[src/rtl/core/e2c_pkg.sv]
// Package for the epoch seconds to calendar converter.
// Holds constants, datapath op codes, controller/datapath structs and a helper function.
// No dependencies.
package e2c_pkg;

    localparam int unsigned SECS_W   = 31;
    localparam int unsigned DAYS_W   = 15;
    localparam int unsigned YEAR_W   = 8;
    localparam int unsigned MONTH_W  = 4;
    localparam int unsigned MDAY_W   = 5;
    localparam int unsigned HOUR_W   = 5;
    localparam int unsigned MIN_W    = 6;
    localparam int unsigned SEC_W    = 6;
    localparam int unsigned WDAY_W   = 3;
    localparam int unsigned YDAY_W   = 9;
    localparam int unsigned STEP_W   = 1;

    localparam logic [SECS_W-1:0] SECS_PER_DAY  = 31'd86400;
    localparam logic [SECS_W-1:0] SECS_PER_HOUR = 31'd3600;
    localparam logic [SECS_W-1:0] SECS_PER_MIN  = 31'd60;
    localparam logic [SECS_W-1:0] DAYS_PER_WEEK = 31'd7;

    localparam logic [YEAR_W-1:0] BASE_YEAR_OFS = 8'd70;   // 1970 - 1900
    localparam logic [WDAY_W:0]   EPOCH_WDAY    = 4'd4;    // Thursday
    localparam logic [WDAY_W:0]   WEEK_LEN      = 4'd7;
    localparam logic [MONTH_W-1:0] LAST_MONTH   = 4'd11;
    localparam logic [MONTH_W-1:0] FEBRUARY     = 4'd1;

    // constant divides: x / d = ((x >> pre) * ceil(2^s / (d >> pre))) >> s,
    // exact over the operand range of each divide
    localparam int unsigned MUL_A_W = 24;
    localparam int unsigned MUL_B_W = 25;
    localparam int unsigned PROD_W  = MUL_A_W + MUL_B_W;

    localparam int unsigned        DAY_PRE    = 7;     // 86400 = 675 << 7
    localparam int unsigned        DAY_SHIFT  = 34;
    localparam logic [MUL_B_W-1:0] DAY_RECIP  = 25'd25451659;
    localparam int unsigned        HOUR_PRE   = 4;     // 3600 = 225 << 4
    localparam int unsigned        HOUR_SHIFT = 21;
    localparam logic [MUL_B_W-1:0] HOUR_RECIP = 25'd9321;
    localparam int unsigned        MIN_PRE    = 2;     // 60 = 15 << 2
    localparam int unsigned        MIN_SHIFT  = 14;
    localparam logic [MUL_B_W-1:0] MIN_RECIP  = 25'd1093;
    localparam int unsigned        WDAY_SHIFT = 18;
    localparam logic [MUL_B_W-1:0] WDAY_RECIP = 25'd37450;

    // datapath op codes
    localparam logic [3:0] OP_NONE     = 4'd0;
    localparam logic [3:0] OP_LOAD     = 4'd1;
    localparam logic [3:0] OP_DIV_DAY  = 4'd2;
    localparam logic [3:0] OP_DIV_HOUR = 4'd3;
    localparam logic [3:0] OP_DIV_MIN  = 4'd4;
    localparam logic [3:0] OP_DIV_WDAY = 4'd5;
    localparam logic [3:0] OP_YEAR     = 4'd6;
    localparam logic [3:0] OP_MONTH    = 4'd7;
    localparam logic [3:0] OP_FIN      = 4'd8;

    typedef struct packed {
        logic [3:0]        op;
        logic [STEP_W-1:0] k;
    } e2c_cmd_t;

    typedef struct packed {
        logic year_fit;
        logic month_fit;
        logic out_free;
    } e2c_status_t;

    function automatic logic [MDAY_W:0] month_len(input logic [MONTH_W-1:0] month,
                                                  input logic leap);
        logic [MDAY_W:0] len;
        unique case (month)
            FEBRUARY:                    len = leap ? 6'd29 : 6'd28;
            4'd3, 4'd5, 4'd8, 4'd10:     len = 6'd30;
            default:                     len = 6'd31;
        endcase
        return len;
    endfunction

endpackage

[src/rtl/core/e2c_in_if.sv]
// Input channel: one beat carries a seconds count since 1970.
// Depends on e2c_pkg.
interface e2c_in_if
    import e2c_pkg::*;
();
    logic              valid;
    logic              ready;
    logic [SECS_W-1:0] epoch_seconds;

    modport source (output valid, output epoch_seconds, input ready);
    modport sink   (input valid, input epoch_seconds, output ready);
endinterface

[src/rtl/core/e2c_out_if.sv]
// Output channel: one beat carries a broken-down calendar time.
// Depends on e2c_pkg.
interface e2c_out_if
    import e2c_pkg::*;
();
    logic               valid;
    logic               ready;
    logic [YEAR_W-1:0]  years_since_1900;
    logic [MONTH_W-1:0] month_index;
    logic [MDAY_W-1:0]  day_of_month;
    logic [HOUR_W-1:0]  hour_of_day;
    logic [MIN_W-1:0]   minute_of_hour;
    logic [SEC_W-1:0]   second_of_minute;
    logic [WDAY_W-1:0]  weekday;
    logic [YDAY_W-1:0]  day_of_year;

    modport source (output valid, output years_since_1900, output month_index,
                    output day_of_month, output hour_of_day, output minute_of_hour,
                    output second_of_minute, output weekday, output day_of_year,
                    input ready);
    modport sink   (input valid, input years_since_1900, input month_index,
                    input day_of_month, input hour_of_day, input minute_of_hour,
                    input second_of_minute, input weekday, input day_of_year,
                    output ready);
endinterface

[src/rtl/core/e2c_datapath.sv]
// Datapath: shared reciprocal multiply for the constant divides, year and month
// subtract loops, output register. Depends on e2c_pkg and e2c_out_if.
module e2c_datapath
    import e2c_pkg::*;
(
    input  logic              clk,
    input  logic              rst_n,
    input  logic [SECS_W-1:0] epoch_seconds,
    input  e2c_cmd_t          cmd,
    output e2c_status_t       status,
    e2c_out_if.source         calendar
);

    logic [SECS_W-1:0]  rem_reg;
    logic [PROD_W-1:0]  prod_reg;
    logic [DAYS_W-1:0]  days_reg;
    logic [HOUR_W-1:0]  hour_reg;
    logic [MIN_W-1:0]   minute_reg;
    logic [SEC_W-1:0]   second_reg;
    logic [WDAY_W-1:0]  wday_reg;
    logic [YEAR_W-1:0]  year_reg;
    logic [YDAY_W-1:0]  yday_reg;
    logic [MONTH_W-1:0] month_reg;
    logic               leap_reg;
    logic               out_valid_reg;

    logic [YEAR_W-1:0]  o_year_reg;
    logic [MONTH_W-1:0] o_month_reg;
    logic [MDAY_W-1:0]  o_mday_reg;
    logic [HOUR_W-1:0]  o_hour_reg;
    logic [MIN_W-1:0]   o_minute_reg;
    logic [SEC_W-1:0]   o_second_reg;
    logic [WDAY_W-1:0]  o_wday_reg;
    logic [YDAY_W-1:0]  o_yday_reg;

    logic [MUL_A_W-1:0] mul_a;
    logic [MUL_B_W-1:0] mul_b;
    logic [PROD_W-1:0]  prod_next;
    logic [DAYS_W-1:0]  quo;
    logic [SECS_W-1:0]  divisor;
    logic [SECS_W-1:0]  rem_next;
    logic [WDAY_W:0]    wsum;
    logic [WDAY_W-1:0]  wday_next;
    logic [YDAY_W-1:0]  ylen;
    logic [MDAY_W:0]    mlen;
    logic               last_step;

    always_comb
    begin
        unique case (cmd.op)
            OP_DIV_DAY:
            begin
                mul_a   = MUL_A_W'(rem_reg >> DAY_PRE);
                mul_b   = DAY_RECIP;
                quo     = DAYS_W'(prod_reg >> DAY_SHIFT);
                divisor = SECS_PER_DAY;
            end
            OP_DIV_HOUR:
            begin
                mul_a   = MUL_A_W'(rem_reg >> HOUR_PRE);
                mul_b   = HOUR_RECIP;
                quo     = DAYS_W'(prod_reg >> HOUR_SHIFT);
                divisor = SECS_PER_HOUR;
            end
            OP_DIV_MIN:
            begin
                mul_a   = MUL_A_W'(rem_reg >> MIN_PRE);
                mul_b   = MIN_RECIP;
                quo     = DAYS_W'(prod_reg >> MIN_SHIFT);
                divisor = SECS_PER_MIN;
            end
            OP_DIV_WDAY:
            begin
                mul_a   = MUL_A_W'(rem_reg);
                mul_b   = WDAY_RECIP;
                quo     = DAYS_W'(prod_reg >> WDAY_SHIFT);
                divisor = DAYS_PER_WEEK;
            end
            default:
            begin
                mul_a   = '0;
                mul_b   = '0;
                quo     = '0;
                divisor = '0;
            end
        endcase
        prod_next = PROD_W'(mul_a) * PROD_W'(mul_b);
        rem_next  = rem_reg - (SECS_W'(quo) * divisor);
        last_step = cmd.k == '0;
        wsum      = {1'b0, rem_next[WDAY_W-1:0]} + EPOCH_WDAY;
        wday_next = (wsum >= WEEK_LEN) ? WDAY_W'(wsum - WEEK_LEN) : wsum[WDAY_W-1:0];
        ylen      = (year_reg[1:0] == 2'd0) ? 9'd366 : 9'd365;
        mlen      = month_len(month_reg, leap_reg);
    end

    assign status.year_fit  = days_reg < DAYS_W'(ylen);
    assign status.month_fit = (month_reg == LAST_MONTH) || (days_reg < DAYS_W'(mlen));
    assign status.out_free  = !out_valid_reg || calendar.ready;

    always_ff @(posedge clk)
    begin
        unique case (cmd.op)
            OP_LOAD:
            begin
                rem_reg  <= epoch_seconds;
                year_reg <= BASE_YEAR_OFS;
            end
            OP_DIV_DAY:
            begin
                if (last_step)
                begin
                    days_reg <= quo;
                    rem_reg  <= rem_next;
                end
                else
                begin
                    prod_reg <= prod_next;
                end
            end
            OP_DIV_HOUR:
            begin
                if (last_step)
                begin
                    hour_reg <= quo[HOUR_W-1:0];
                    rem_reg  <= rem_next;
                end
                else
                begin
                    prod_reg <= prod_next;
                end
            end
            OP_DIV_MIN:
            begin
                if (last_step)
                begin
                    minute_reg <= quo[MIN_W-1:0];
                    second_reg <= rem_next[SEC_W-1:0];
                    rem_reg    <= SECS_W'(days_reg);
                end
                else
                begin
                    prod_reg <= prod_next;
                end
            end
            OP_DIV_WDAY:
            begin
                if (last_step)
                begin
                    wday_reg <= wday_next;
                end
                else
                begin
                    prod_reg <= prod_next;
                end
            end
            OP_YEAR:
            begin
                if (status.year_fit)
                begin
                    yday_reg  <= days_reg[YDAY_W-1:0];
                    month_reg <= '0;
                    leap_reg  <= year_reg[1:0] == 2'd0;
                end
                else
                begin
                    days_reg <= days_reg - DAYS_W'(ylen);
                    year_reg <= year_reg + 8'd1;
                end
            end
            OP_MONTH:
            begin
                if (!status.month_fit)
                begin
                    days_reg  <= days_reg - DAYS_W'(mlen);
                    month_reg <= month_reg + 4'd1;
                end
            end
            OP_FIN:
            begin
                o_year_reg   <= year_reg;
                o_month_reg  <= month_reg;
                o_mday_reg   <= days_reg[MDAY_W-1:0] + 5'd1;
                o_hour_reg   <= hour_reg;
                o_minute_reg <= minute_reg;
                o_second_reg <= second_reg;
                o_wday_reg   <= wday_reg;
                o_yday_reg   <= yday_reg;
            end
            default:
            begin
            end
        endcase
    end

    always_ff @(posedge clk or negedge rst_n)
    begin
        if (!rst_n)
        begin
            out_valid_reg <= 1'b0;
        end
        else if (cmd.op == OP_FIN)
        begin
            out_valid_reg <= 1'b1;
        end
        else if (calendar.ready)
        begin
            out_valid_reg <= 1'b0;
        end
    end

    assign calendar.valid            = out_valid_reg;
    assign calendar.years_since_1900 = o_year_reg;
    assign calendar.month_index      = o_month_reg;
    assign calendar.day_of_month     = o_mday_reg;
    assign calendar.hour_of_day      = o_hour_reg;
    assign calendar.minute_of_hour   = o_minute_reg;
    assign calendar.second_of_minute = o_second_reg;
    assign calendar.weekday          = o_wday_reg;
    assign calendar.day_of_year      = o_yday_reg;

`ifndef SYNTHESIS
    a_fin_when_free: assert property (@(posedge clk) disable iff (!rst_n)
        cmd.op == OP_FIN |-> status.out_free)
        else $error("result register overwritten while beat pending");
    a_month_range: assert property (@(posedge clk) disable iff (!rst_n)
        cmd.op == OP_MONTH |-> month_reg <= LAST_MONTH && year_reg >= BASE_YEAR_OFS
                               && year_reg <= 8'd138)
        else $error("month or year out of range in month loop");
    a_out_weekday: assert property (@(posedge clk) disable iff (!rst_n)
        out_valid_reg |-> o_wday_reg < 3'd7 && o_mday_reg != 5'd0)
        else $error("bad weekday or day of month on output");
`endif

endmodule

[src/rtl/core/e2c_ctrl.sv]
// Controller: sequences divide phases, year loop, month loop and result hand-off.
// Depends on e2c_pkg.
module e2c_ctrl
    import e2c_pkg::*;
(
    input  logic        clk,
    input  logic        rst_n,
    input  logic        in_valid,
    output logic        in_ready,
    output e2c_cmd_t    cmd,
    input  e2c_status_t status
);

    localparam logic [2:0] S_IDLE  = 3'd0;
    localparam logic [2:0] S_DIV   = 3'd1;
    localparam logic [2:0] S_YEAR  = 3'd2;
    localparam logic [2:0] S_MONTH = 3'd3;
    localparam logic [2:0] S_FIN   = 3'd4;

    // multiply cycle first, then quotient and remainder cycle
    localparam logic [STEP_W-1:0] K_DAY  = 1'b1;
    localparam logic [STEP_W-1:0] K_HOUR = 1'b1;
    localparam logic [STEP_W-1:0] K_MIN  = 1'b1;
    localparam logic [STEP_W-1:0] K_WDAY = 1'b1;

    logic [2:0]        state_reg, state_next;
    logic [3:0]        phase_reg, phase_next;
    logic [STEP_W-1:0] k_reg, k_next;

    always_comb
    begin
        state_next = state_reg;
        phase_next = phase_reg;
        k_next     = k_reg;
        cmd.op     = OP_NONE;
        cmd.k      = k_reg;
        in_ready   = 1'b0;
        unique case (state_reg)
            S_IDLE:
            begin
                in_ready = 1'b1;
                if (in_valid)
                begin
                    cmd.op     = OP_LOAD;
                    state_next = S_DIV;
                    phase_next = OP_DIV_DAY;
                    k_next     = K_DAY;
                end
            end
            S_DIV:
            begin
                cmd.op = phase_reg;
                if (k_reg != '0)
                begin
                    k_next = k_reg - 1'b1;
                end
                else
                begin
                    priority case (phase_reg)
                        OP_DIV_DAY:
                        begin
                            phase_next = OP_DIV_HOUR;
                            k_next     = K_HOUR;
                        end
                        OP_DIV_HOUR:
                        begin
                            phase_next = OP_DIV_MIN;
                            k_next     = K_MIN;
                        end
                        OP_DIV_MIN:
                        begin
                            phase_next = OP_DIV_WDAY;
                            k_next     = K_WDAY;
                        end
                        default:
                        begin
                            state_next = S_YEAR;
                        end
                    endcase
                end
            end
            S_YEAR:
            begin
                cmd.op = OP_YEAR;
                if (status.year_fit)
                begin
                    state_next = S_MONTH;
                end
            end
            S_MONTH:
            begin
                cmd.op = OP_MONTH;
                if (status.month_fit)
                begin
                    state_next = S_FIN;
                end
            end
            S_FIN:
            begin
                if (status.out_free)
                begin
                    cmd.op     = OP_FIN;
                    state_next = S_IDLE;
                end
            end
            default:
            begin
                state_next = S_IDLE;
            end
        endcase
    end

    always_ff @(posedge clk or negedge rst_n)
    begin
        if (!rst_n)
        begin
            state_reg <= S_IDLE;
            phase_reg <= OP_DIV_DAY;
            k_reg     <= '0;
        end
        else
        begin
            state_reg <= state_next;
            phase_reg <= phase_next;
            k_reg     <= k_next;
        end
    end

`ifndef SYNTHESIS
    a_accept_starts: assert property (@(posedge clk) disable iff (!rst_n)
        in_valid && in_ready |=> state_reg == S_DIV && phase_reg == OP_DIV_DAY
                                 && k_reg == K_DAY)
        else $error("accepted beat did not start the day divide");
    a_div_phase: assert property (@(posedge clk) disable iff (!rst_n)
        state_reg == S_DIV |-> (phase_reg == OP_DIV_DAY && k_reg <= K_DAY)
                               || (phase_reg == OP_DIV_HOUR && k_reg <= K_HOUR)
                               || (phase_reg == OP_DIV_MIN && k_reg <= K_MIN)
                               || (phase_reg == OP_DIV_WDAY && k_reg <= K_WDAY))
        else $error("divide step index out of range for phase");
    a_fin_done: assert property (@(posedge clk) disable iff (!rst_n)
        state_reg == S_FIN && status.out_free |=> state_reg == S_IDLE)
        else $error("result hand-off did not return to idle");
`endif

endmodule

[src/rtl/core/epoch_seconds_to_calendar.sv]
// Epoch seconds to calendar time converter, top level.
// Channel "epoch" takes one beat of epoch_seconds (seconds since 1970-01-01 00:00:00,
// no time zone); channel "calendar" returns one beat of broken-down time per input.
// Both channels use valid/ready; a beat moves when both are high at a rising edge.
// One conversion at a time: epoch.ready is high only while the converter is idle.
// After the input beat is loaded, four constant divides (days, hours, minutes,
// weekday) each take a reciprocal multiply step, then a remainder step. Then the
// year loop subtracts whole years past 1970 (Y, 0..68) and the month loop whole
// months (month index M, 0..11), each loop with a closing step; Y + M is at most
// 78. Last, the result is loaded into the output register.
// The result sits in an output register; if calendar.ready is low the converter
// finishes its work and holds in its last step until the register frees up, and
// takes no new beat until then.
// Reset (rst_n, asynchronous, active low) returns the controller to idle and drops
// calendar.valid; no other state is kept between conversions.
// Depends on e2c_pkg, e2c_in_if, e2c_out_if, e2c_ctrl, e2c_datapath.
module epoch_seconds_to_calendar
    import e2c_pkg::*;
(
    input  logic      clk,
    input  logic      rst_n,
    e2c_in_if.sink    epoch,
    e2c_out_if.source calendar
);

    e2c_cmd_t    cmd;
    e2c_status_t status;
    logic        ctl_ready;

    assign epoch.ready = ctl_ready;

    e2c_ctrl u_ctrl (
        .clk      (clk),
        .rst_n    (rst_n),
        .in_valid (epoch.valid),
        .in_ready (ctl_ready),
        .cmd      (cmd),
        .status   (status)
    );

    e2c_datapath u_datapath (
        .clk           (clk),
        .rst_n         (rst_n),
        .epoch_seconds (epoch.epoch_seconds),
        .cmd           (cmd),
        .status        (status),
        .calendar      (calendar)
    );

endmodule
[src/flat_wrapper.sv]
// flat-port wrapper written by rule: the top's interface ports become plain ports
module epoch_seconds_to_calendar_flat import e2c_pkg::*;
  (clk, rst_n, epoch_valid, epoch_epoch_seconds, epoch_ready, calendar_valid, calendar_years_since_1900, calendar_month_index, calendar_day_of_month, calendar_hour_of_day, calendar_minute_of_hour, calendar_second_of_minute, calendar_weekday, calendar_day_of_year, calendar_ready);
  e2c_in_if epoch_i ();
  e2c_out_if calendar_i ();
  input  logic clk;
  input  logic rst_n;
  input wire logic [$bits(epoch_i.valid)-1:0] epoch_valid;
  input wire logic [$bits(epoch_i.epoch_seconds)-1:0] epoch_epoch_seconds;
  output wire logic [$bits(epoch_i.ready)-1:0] epoch_ready;
  output wire logic [$bits(calendar_i.valid)-1:0] calendar_valid;
  output wire logic [$bits(calendar_i.years_since_1900)-1:0] calendar_years_since_1900;
  output wire logic [$bits(calendar_i.month_index)-1:0] calendar_month_index;
  output wire logic [$bits(calendar_i.day_of_month)-1:0] calendar_day_of_month;
  output wire logic [$bits(calendar_i.hour_of_day)-1:0] calendar_hour_of_day;
  output wire logic [$bits(calendar_i.minute_of_hour)-1:0] calendar_minute_of_hour;
  output wire logic [$bits(calendar_i.second_of_minute)-1:0] calendar_second_of_minute;
  output wire logic [$bits(calendar_i.weekday)-1:0] calendar_weekday;
  output wire logic [$bits(calendar_i.day_of_year)-1:0] calendar_day_of_year;
  input wire logic [$bits(calendar_i.ready)-1:0] calendar_ready;
  assign epoch_i.valid = epoch_valid;
  assign epoch_i.epoch_seconds = epoch_epoch_seconds;
  assign epoch_ready = epoch_i.ready;
  assign calendar_valid = calendar_i.valid;
  assign calendar_years_since_1900 = calendar_i.years_since_1900;
  assign calendar_month_index = calendar_i.month_index;
  assign calendar_day_of_month = calendar_i.day_of_month;
  assign calendar_hour_of_day = calendar_i.hour_of_day;
  assign calendar_minute_of_hour = calendar_i.minute_of_hour;
  assign calendar_second_of_minute = calendar_i.second_of_minute;
  assign calendar_weekday = calendar_i.weekday;
  assign calendar_day_of_year = calendar_i.day_of_year;
  assign calendar_i.ready = calendar_ready;
  epoch_seconds_to_calendar u_core (.clk(clk), .rst_n(rst_n), .epoch(epoch_i), .calendar(calendar_i));
endmodule
[config.mk]
export PLATFORM = sky130hd
export DESIGN_NAME = epoch_seconds_to_calendar_flat
export DESIGN_NICKNAME = d
export VERILOG_FILES = /design/src/rtl/core/e2c_pkg.sv /design/src/rtl/core/e2c_in_if.sv /design/src/rtl/core/e2c_out_if.sv /design/src/rtl/core/e2c_datapath.sv /design/src/rtl/core/e2c_ctrl.sv /design/src/rtl/core/epoch_seconds_to_calendar.sv /design/src/flat_wrapper.sv
export SDC_FILE = /design/constraint.sdc
export NUM_CORES = 2
export LEC_CHECK = 0
export ABC_AREA = 1
export BUFFER_PORTS_ARGS = -buffer_cell sky130_fd_sc_hd__buf_2
export CAP_MARGIN = 40
export CORE_UTILIZATION = 50
export CTS_CLUSTER_DIAMETER = 40
export DETAILED_ROUTE_END_ITERATION = 10
export PLACE_DENSITY_LB_ADDON = 0.15
export RECOVER_POWER = 50
export SETUP_SLACK_MARGIN = 0.15
export SYNTH_ARGS = -nofsm -noshare
export SYNTH_HDL_FRONTEND = slang
export SYNTH_SLANG_ARGS = --single-unit
[constraint.sdc]
create_clock -name clk -period 19.6 [get_ports clk]
set_input_delay 3.92 -clock clk [delete_from_list [all_inputs] [get_ports clk]]
set_output_delay 3.92 -clock clk [all_outputs]
set_load 0.01 [all_outputs]
==> results.tsv <==
stage	metric	value	unit
sta	slew of the pin with the lowest slew margin	3070	ps
place	DP Wirelength	83300	µm
routing	via count	22880	
final_layout	Ant. Diodes	0	
floorplan	die span in x	248	µm
grt	Tot GR Track Use	32.0	%
sta	crit path time final	13370	ps
sta	Setup TNS	0	ps
floorplan	chip height	248	µm
worst_setup_path	max incr delay on CP	2160	ps
floorplan	die area	0.0617	mm²
synth	#FFs+latches synth	177	
clock_network	clock-pin transition on the worst setup and hold timing paths	100	ps
worst_setup_path	WP buf/inv	8	
grt	initial antenna violation count	3	
worst_setup_path	Worst path slowest cell	clkbuf_1	
floorplan	IO Pins	83	
sta	Clock Skew	20.6	ps
final_layout	Syn-to-layout area delta	6.60	%
worst_setup_path	Setup crit start kind	input port	
sta	RSZ-0062 raised after global routing	no	
sta	Slew headroom	-105	%
worst_setup_path	WP data required	19860	ps
sta	Final Hold Vio Count	0	
worst_setup_path	critical path endpoint category	register	
final_layout	layout cells sized above 1	3.99	%
worst_setup_path	critical path type	in2reg	
grt	largest net degree at the start of global routing	53	
run	number of max-cap violations	3	
floorplan	Initial Util	51.0	%
final_layout	nets	4427	
status	failing checks	max-capacitance violations, max-slew violations	
clock_network	clk_lat worst skew	500	ps
grt	gr ovfl total	0	
hold_path	Hold Crit Class	reg2reg	
routing	routed vias/inst	5.35	
routing	drt first pass iters	7	
clock_network	setup bufs post-CTS	0	
clock_network	Longest Clk Path Bufs	2	
clock_network	post-cts resize count	0	
grt	first-pass GRT wire length	147000	µm
routing	final antenna-violating net count	0	
synth	FFs w/ async S/R, synth	4.52	%
worst_setup_path	CP Max Fanout	52	
worst_setup_path	crit-path leading delay family	adder cells	
clock_network	H-Tree Depth	4	
floorplan	row cnt	89	
synth	Post-synth EDFFs	169	
place	routability-driven placement congestion ratio	1.03	
final_layout	max reg flops	35	
sta	final setup violation count	0	
sta	fmax	74.8	MHz
synth	Yosys top cell area share	32.8	%
clock_network	CTS Root Cell	clkbuf_16	
synth	sequential area share after synthesis	17.4	%
sta	Slew Limit Fails	126	
place	Port Buf Inserts	82	
synth	Avg Synthesized Cell Area	8.94	µm²
clock_network	CTS tree	built	
clock_network	TritonCTS Buffers	17	
worst_setup_path	Most common cell on crit path	fa_1	
synth	syn_nets	4332	
status	status	finished with violations	
floorplan	core area	0.0596	mm²
synth	Yosys cell types	56	
routing	Avg WL per Cell	22.1	µm
clock_network	Sink Count	177	
grt	number of global-route vias before repair	24922	
routing	drt first-iter violations	1572	
sta	period utilisation layout	68.2	%
synth	Syn. warnings	0	
synth	ys flop type	edfxtp_1	
worst_setup_path	CP arrival	13630	ps
clock_network	Hold-fix buffers, CTS	0	
synth	largest cells by area after synthesis	fa_1, edfxtp_1, ha_1	
synth	Mapped Area	0.0304	mm²
routing	DRC Markers	0	
synth	Synth area leader	fa_1	
synth	Synth Instances	3398	
routing	Detailed Route WL	94600	µm
[per-stage QoR]
stage,instances,setup WS (ps),cell area (µm²),hold slack (ps),utilization (%)
2_1_floorplan,3398,9050,30400,400,-
3_3_place_gp,4238,7080,31800,403,53.3
3_5_place_dp,4247,7060,31800,405,53.4
4_1_cts,4279,7570,32500,413,54.5
5_1_grt,4279,5700,32400,424,54.4
6_report,4279,6230,32400,415,54.4
[Yosys cell counts (all sizes together) (2+ instances only)]
| library cell | number |
|---|---|
| a31oi | 23 |
| o31ai | 2 |
| o311ai | 5 |
| nor4 | 12 |
| or2 | 12 |
| o21ai | 119 |
| a21boi | 3 |
| a22oi | 10 |
| nand3 | 61 |
| o211ai | 10 |
| clkbuf | 13 |
| edfxtp | 169 |
| clkinv | 2 |
| o21a | 8 |
| o21bai | 9 |
| o2111ai | 2 |
| nand2 | 328 |
| ha | 401 |
| xor2 | 41 |
| o221ai | 10 |
| a21o | 3 |
| a211oi | 3 |
| a221oi | 3 |
| xnor2 | 14 |
| nand4 | 14 |
| inv | 1043 |
| a21oi | 144 |
| nor2 | 358 |
| buf | 19 |
| fa | 498 |
| dfrtp | 7 |
| nor3 | 38 |
| o22ai | 5 |
[cell usage in the layout, fill, tap and decap left out, drive strengths merged, types with 23 or more instances in the layout]
master,count
fa,498
buf,54
nand2,328
nand3,61
a31oi,23
a21oi,144
xor2,41
o21ai,119
nor2,358
ha,401
inv,1052
clkbuf,70
nor3,38
edfxtp,169
[metal layers]
metal / vias to the layer above / GRT usage [%] / wire [µm]
met2: 806 / 52.6 / 44600
met4: 0 / 11.3 / 3410
met1: 11362 / 43.0 / 40200
li1: 10554 / - / -
met3: 158 / 5.32 / 6450
met5: - / 0 / 0
[cells by family (layout without fill, tap and decap cells)]
| group | Yosys count | in the layout | synth area share (%) |
|---|---|---|---|
| buf+inv | 1077 | 1185 | 13.4 |
| xor+xnor | 55 | 55 | 1.59 |
| simple gates | 827 | 827 | 11.4 |
| compound gates | 363 | 363 | 6.86 |
| flops | 177 | 177 | 17.4 |
| fa+ha+maj | 899 | 899 | 49.3 |
[worst register-to-register path, delay by kind of cell, from the launching register on]
family          cells  cell delay [ps]
fa+ha+maj           8             3660
flops               1              460
xor+xnor            1              150
buf+inv             8             2900
simple gates        8             1780
compound gates      6             1310
[worst paths after layout]
path / startpoint / endpoint / slack (ps) / depth (start not counted)
setup / recovery: epoch_valid / u_core.u_datapath.prod_reg[37] / 6230 / 31
hold / removal: u_core.u_datapath.minute_reg[5] / u_core.u_datapath.calendar.minute_of_hour[5] / 420 / 0
setup reg to reg: u_core.u_ctrl.state_reg[1] / u_core.u_datapath.prod_reg[37] / 9120 / 31
hold reg to reg: u_core.u_datapath.minute_reg[5] / u_core.u_datapath.calendar.minute_of_hour[5] / 420 / 0
max in group asynchronous: rst_n / u_core.u_ctrl.phase_reg[1] / 15860 / 1
min in group asynchronous: rst_n / u_core.u_ctrl.state_reg[2] / 3360 / 1
[final cells by class]
class | instances | area [µm²]
tap | 773 | 967
multi-input combinational | 2144 | 21000
timing repair buffer | 108 | 528
clock inverter | 15 | 234
sequential | 177 | 5280
fill | 5640 | 27200
clock buffer | 17 | 425
inverter | 1045 | 3920
Power is not shown: default switching activity piles up to over one toggle a cycle in this logic, so the estimate is an artifact.
